===== src/sv/sliding_window_maximum_core_assert.svh =====
// Assertion macros for the sliding window maximum core.
// Depends on nothing; included by modules that check their own logic.
`ifndef SLIDING_WINDOW_MAXIMUM_CORE_ASSERT_SVH
`define SLIDING_WINDOW_MAXIMUM_CORE_ASSERT_SVH

`ifndef ASSERT_OFF
`define SWM_ASSERT(lbl, clk_s, rst_s, prop, msg) \
  lbl: assert property (@(posedge clk_s) disable iff (rst_s) (prop)) else $error(msg);
`define SWM_ASSERT_NEXT(lbl, clk_s, rst_s, ante, cons, msg) \
  lbl: assert property (@(posedge clk_s) disable iff (rst_s) (ante) |=> (cons)) else $error(msg);
`else
`define SWM_ASSERT(lbl, clk_s, rst_s, prop, msg)
`define SWM_ASSERT_NEXT(lbl, clk_s, rst_s, ante, cons, msg)
`endif

`endif


===== src/sv/swm_pkg.sv =====
// Shared types and constants for the sliding window maximum core.
// No dependencies.
package swm_pkg;

  localparam int CFG_W = 7;

  typedef struct packed {
    logic shift;
    logic clear;
  } cell_ctl_t;

endpackage


===== src/sv/swm_cell.sv =====
// One cell of the candidate chain: holds a sample of fixed age and its keep flag.
// Depends on swm_pkg.
module swm_cell #(
  parameter int SAMPLE_WIDTH = 32,
  parameter bit HEAD         = 1'b0
) (
  input  logic                           clk,
  input  logic                           rst,
  input  swm_pkg::cell_ctl_t             ctl,
  input  logic                           age_ok,
  input  logic signed [SAMPLE_WIDTH-1:0] sample,
  input  logic                           in_valid,
  input  logic signed [SAMPLE_WIDTH-1:0] in_value,
  output logic                           valid,
  output logic signed [SAMPLE_WIDTH-1:0] value
);

  logic keep;

  // drop when expired, cleared, or not larger than the arriving sample (head cell: only when expired)
  assign keep = in_valid && age_ok && (HEAD || (!ctl.clear && (in_value > sample)));

  always_ff @(posedge clk) begin
    if (rst) begin
      valid <= 1'b0;
    end else if (ctl.shift) begin
      valid <= keep;
    end
  end

  always_ff @(posedge clk) begin
    if (ctl.shift) begin
      value <= in_value;
    end
  end

endmodule


===== config.mk =====
export PLATFORM = sky130hd
export DESIGN_NAME = swm_cell
export DESIGN_NICKNAME = d
export VERILOG_FILES = /design/src/sv/sliding_window_maximum_core_assert.svh /design/src/sv/swm_pkg.sv /design/src/sv/swm_cell.sv
export SDC_FILE = /design/constraint.sdc
export NUM_CORES = 1
export LEC_CHECK = 0
export BUFFER_PORTS_ARGS = -buffer_cell sky130_fd_sc_hd__buf_2
export CAP_MARGIN = 20
export CORE_MARGIN = 3
export CORE_UTILIZATION = 40
export DETAILED_ROUTE_END_ITERATION = 16
export GPL_ROUTABILITY_DRIVEN = 0
export PLACE_DENSITY = 0.74
export RECOVER_POWER = 100
export SLEW_MARGIN = 20
export SYNTH_ARGS = -nofsm -noshare
export SYNTH_HDL_FRONTEND = slang
export SYNTH_SLANG_ARGS = --single-unit
export TNS_END_PERCENT = 1

===== constraint.sdc =====
create_clock -name clk -period 5.01 [get_ports clk]
set_input_delay 0.7515 -clock clk [delete_from_list [all_inputs] [get_ports clk]]
set_output_delay 0.7515 -clock clk [all_outputs]
set_load 0.005 [all_outputs]

==> results of run 1 <==
[registers in the layout, summed over array words and instances (netlist names)]
signal,flops
value,32
valid,1
[layout by cell type (no fill, tap or decap), types with 2 or more instances in the layout]
cell type,instances
nand2_1,5
edfxtp_1,32
ha_1,32
a21o_1,2
nor4_1,2
nor2_1,4
nand3_1,4
a221o_1,2
clkinv_2,2
clkbuf_1,43
o21ai_0,2
a21oi_1,13
buf_2,59
nand4_1,9
clkbuf_8,5
inv_1,32
[report_power, final]
part / internal, uW / switching (uW)
Clock: 95.7 / 98.8
Sequential: 327 / 5.06
Combinational: 52.5 / 57.5
[path summary, 6_finish.rpt]
path                             start     to  cells past startpoint
worst min register to register   valid  valid                      2
worst max register to register   valid  valid                      2
worst max-delay path            ctl[1]  valid                      5
worst min-delay path             valid  valid                      2
[through the flow]
step | cells | util [%] | setup WS [ps] | total power [uW]
5_1_grt | 312 | 57.9 | 2060 | 677
6_report | 312 | 57.9 | 2290 | 636
2_1_floorplan | 152 | - | 2630 | 387
4_1_cts | 312 | 59.1 | 2670 | 651
3_5_place_dp | 304 | 57.1 | 2350 | 454
3_3_place_gp | 304 | 57.1 | 2390 | 451
[logic make-up (layout without fill, tap and decap cells)]
group / count (synthesis) / after routing / synth area share [%]
flops: 33 / 33 / 53.7
simple gates: 29 / 29 / 8.57
compound gates: 26 / 26 / 9.18
fa+ha+maj: 32 / 32 / 21.9
buf+inv: 32 / 142 / 6.58
[layer usage]
| metal | global-route usage, % | vias to the layer above | share of wire (%) |
|---|---|---|---|
| met5 | 0 | - | 0 |
| met4 | 5.43 | 0 | 1.5 |
| met3 | 6.02 | 7 | 11 |
| met2 | 24.2 | 77 | 46 |
| met1 | 18.1 | 696 | 41 |
| li1 | - | 776 | - |
[cell type report]
cell class / count / area [um^2] / share of cell area [%]
timing repair buffer: 102 / 457 / 18.8
inverter: 32 / 120 / 4.94
clock buffer: 5 / 68.8 / 2.83
clock inverter: 3 / 17.5 / 0.721
tap: 50 / 62.6 / 2.57
multi-input combinational: 87 / 724 / 29.8
sequential: 33 / 981 / 40.4
[worst min-delay path: stages (launching register included)]
cell,delay [ps]
dfxtp_1,350
a22o_2,140
nand3b_1,90
==> impl_metrics.tcl, run 1 <==
set metrics [dict create \
    vias 1556 \
    critPathMaxFanout 34 \
    criticalPathCategory "in2reg" \
    drt-initial-drc-count 53 \
    cts_max_level 2 \
    powerDensity_nw_per_um2 262 \
    syn_inst 152 \
    async_flop_share_pct 0 \
    viasPerCell 4.99 \
    crit_arrival_ps 2950 \
    fin_skew_ps 0 \
    antenna_left 0 \
    ys_seq_elements 33 \
    path_cells "clkbuf_1 > nand4_1 > a21oi_1 > or3b_1 > nand3b_1" \
    endpoint_kind "register" \
    power.leakage_uw 0.00117 \
    syn_avg_cell_area_um2 12.0 \
    grt_pass1_wl_um 6140 \
    drc 0 \
    numPortBuffers 102 \
    die_w_um 73.6 \
    grt.total_usage_pct 15.0 \
    first_pass_iters 4 \
    grt_pass1_vias 1470 \
    fillCellCount 364 \
    yosys-top-cells-area "edfxtp_1 53%, ha_1 22%, inv_1 6.6%" \
    synth_common_cells "32 x edfxtp_1, 32 x ha_1, 32 x inv_1" \
    drive_gt1_share_pct 26.3 \
    setup_violations 0 \
    postCtsSetupBuffers 0 \
    crit_path_top_delay_cell "clkbuf_1" \
    cp-start-kind "primary input" \
    status "finished with violations" \
    finalCriticalPeriod_ps 2720 \
    cts_tree "built" \
    die_h_um 73.6 \
    crit_buf_inv 1 \
    post-route-period-util_pct 54.3 \
    wl_um 3970 \
    path_clk_slew_ps 70 \
    layout.nets 363 \
    required_ps 5240 \
    synth_edf_count 32 \
    worst_slew_pin_slew_ps 1800 \
    antenna_cells 0 \
    synth_area_leader_cell "edfxtp_1" \
    synth_cell_types 25 \
    whs_ps 609 \
    ys_seq_area_share_pct 53.7 \
    fp-row-count 23 \
    cap_violations 1 \
    violations "capacitance limit, slew limit" \
    path_delay_family "buffers and inverters" \
    ioPinCount 103 \
    yosys_warnings 0 \
    grt_max_degree 35 \
    final_cell_area_um2 2430 \
    core_area_um2 4200 \
    slew_headroom_pct -20.2 \
    wl_per_cell_um 12.7 \
    root_buffer "clkbuf_8" \
    tns_ps 0 \
    syn2layout_area_growth_pct 33.2 \
    ctsHoldBuffers 0 \
    hold_violations 0 \
    cts-buffers-inserted 5 \
    vdd_drop_max_mv 0.154 \
    fmax_ghz 0.368 \
    hold_class "reg2reg" \
    clk_latency_ps 290 \
    synth-main-ff-cell "edfxtp_1" \
    dp_hpwl_um 3330 \
    die_area_um2 5410 \
    synth_top_area_share_pct 52.6 \
    post_dp_cell_area_um2 2400 \
    grt-ovfl-total 0 \
    syn_nets 254 \
    cts.path.max_buffers 2 \
    netlist_area_um2 1830 \
    antenna_found_initial 0 \
    cts_sinks 33 \
    cts_resized 0 \
    cpPeakStageDelay_ps 1270 \
    rrSetupSlack_ps 4190 \
    initial_utilization_pct 43.4 \
    rsz0062_at_grt "no" \
    final_max_slew_viol_count 35 \
]
No activity file was read; power rests on OpenSTA's default activity.
==> run 2: changes to the inputs <==
--- a/config.mk
+++ b/config.mk
@@ -11,7 +11,7 @@
 export CORE_UTILIZATION = 40
 export DETAILED_ROUTE_END_ITERATION = 16
 export GPL_ROUTABILITY_DRIVEN = 0
-export PLACE_DENSITY = 0.74
+export PLACE_DENSITY = 0.77
 export RECOVER_POWER = 100
 export SLEW_MARGIN = 20
 export SYNTH_ARGS = -nofsm -noshare
==> constraint.sdc (replaced) <==
create_clock -name clk -period 2.22 [get_ports clk]
set_input_delay 0.333 -clock clk [delete_from_list [all_inputs] [get_ports clk]]
set_output_delay 0.333 -clock clk [all_outputs]
set_load 0.005 [all_outputs]
==> impl_metrics.tcl, run 2 (synthesis results as in run 1) <==
set metrics [dict create \
    status "finished, final reports clean" \
    vias 1520 \
    powerDensity_nw_per_um2 612 \
    fmax_ghz 0.534 \
    cts.path.max_buffers 2 \
    grt_pass1_wl_um 6830 \
    rsz0062_at_grt "no" \
    cts_max_level 2 \
    largest_register_ffs 32 \
    numPortBuffers 102 \
    dp_hpwl_um 3620 \
    initial_utilization_pct 43.4 \
    vdd_drop_max_mv 0.239 \
    cts_resized 0 \
    grt.total_usage_pct 16.6 \
    wl_um 4290 \
    fillCellCount 397 \
    ioPinCount 103 \
    antenna_cells 0 \
    power.leakage_uw 0.00117 \
    fp-row-count 23 \
    die_area_um2 5410 \
    core_area_um2 4200 \
    final_max_slew_viol_count 0 \
    largest_register "value" \
    first_pass_iters 5 \
    post-route-period-util_pct 84.3 \
    layout_commonest_cell "buf_2" \
    drive_gt1_share_pct 25.5 \
    cts_sinks 33 \
    fin_skew_ps 0 \
    root_buffer "clkbuf_8" \
    layout.nets 364 \
    grt_pass1_vias 1563 \
    tns_ps 0 \
    ctsHoldBuffers 0 \
    endpoint_kind "register" \
    criticalPathCategory "in2reg" \
    antenna_found_initial 0 \
    grt_max_degree 22 \
    crit_arrival_ps 2040 \
    wl_per_cell_um 13.7 \
    grt-ovfl-total 0 \
    cp-start-kind "primary input" \
    required_ps 2380 \
    critPathMaxFanout 4 \
    syn2layout_area_growth_pct 34.1 \
    drc 0 \
    worst_slew_pin_slew_ps 756 \
    drt-initial-drc-count 40 \
    die_w_um 73.6 \
    hold_class "in2reg" \
    setup_violations 0 \
    clk_latency_ps 280 \
    top_regs "value x32, valid x1" \
    antenna_left 0 \
    path_clk_slew_ps 70 \
    cts_tree "built" \
    final_cell_mix "56 x buf_2, 46 x clkbuf_1, 32 x inv_1, 32 x ha_1, 32 x edfxtp_1" \
    die_h_um 73.6 \
    slew_headroom_pct 49.6 \
    finalCriticalPeriod_ps 1870 \
    cts-buffers-inserted 5 \
    cap_violations 0 \
    final_util_pct 58.2 \
    postCtsSetupBuffers 0 \
    hold_violations 0 \
    viasPerCell 4.86 \
]
run 2: cell count changes in the layout (fill, tap and decap cells not counted), sizes merged:
cell	delta
clkbuf	+6
clkinvlp	-1
buf	-3
clkinv	-1
run 2: per-layer routing:
layer | vias to the layer above | global-route usage (%) | routed length [um]
met5 | - | 0 | 0
met2 | 70 | 28.4 | 2010
li1 | 778 | - | -
met4 | 0 | 7.85 | 91
met1 | 663 | 19.4 | 1770
met3 | 9 | 4.10 | 424
run 2: critical path: stages:
cell and delay [ps]:
buf_2 70, inv_1 30, ha_1 330, nand4_1 190
nor4_1 380, a21oi_1 140, and2_0 200, a22o_2 220
nand3b_1 140
run 2: area by class of cell:
| class | count | area [um^2] | area share, % |
|---|---|---|---|
| tap | 50 | 62.6 | 2.56 |
| sequential | 33 | 981 | 40.1 |
| multi-input combinational | 87 | 724 | 29.6 |
| inverter | 32 | 120 | 4.91 |
| timing repair buffer | 103 | 458 | 18.7 |
| clock buffer | 7 | 96.3 | 3.94 |
| clock inverter | 1 | 5.00 | 0.204 |
run 2: where the power goes:
group	switching, uW	total [uW]	internal [uW]
registers	11.2	747	736
logic	132	250	118
clock network	219	499	280
run 2: through the flow:
stage          setup slack [ps]  hold slack, ps  cells  total power, uW  cell area, um^2
6_report                    348             240    313             1500             2450
2_1_floorplan               263             432    152              873             1830
3_3_place_gp                118             527    305             1020             2410
5_1_grt                     233             235    313             1580             2450
3_5_place_dp               79.9             529    305             1030             2410
4_1_cts                     383             233    313             1530             2510
run 2: path summary, 6_finish.rpt:
kind / slack, ps / start / cells after the start / endpoint
max reg2reg: 1400 / valid / 2 / valid
max: 350 / sample[31] / 9 / valid
min reg2reg: 610 / valid / 2 / valid
min: 240 / in_value[30] / 1 / value[30]
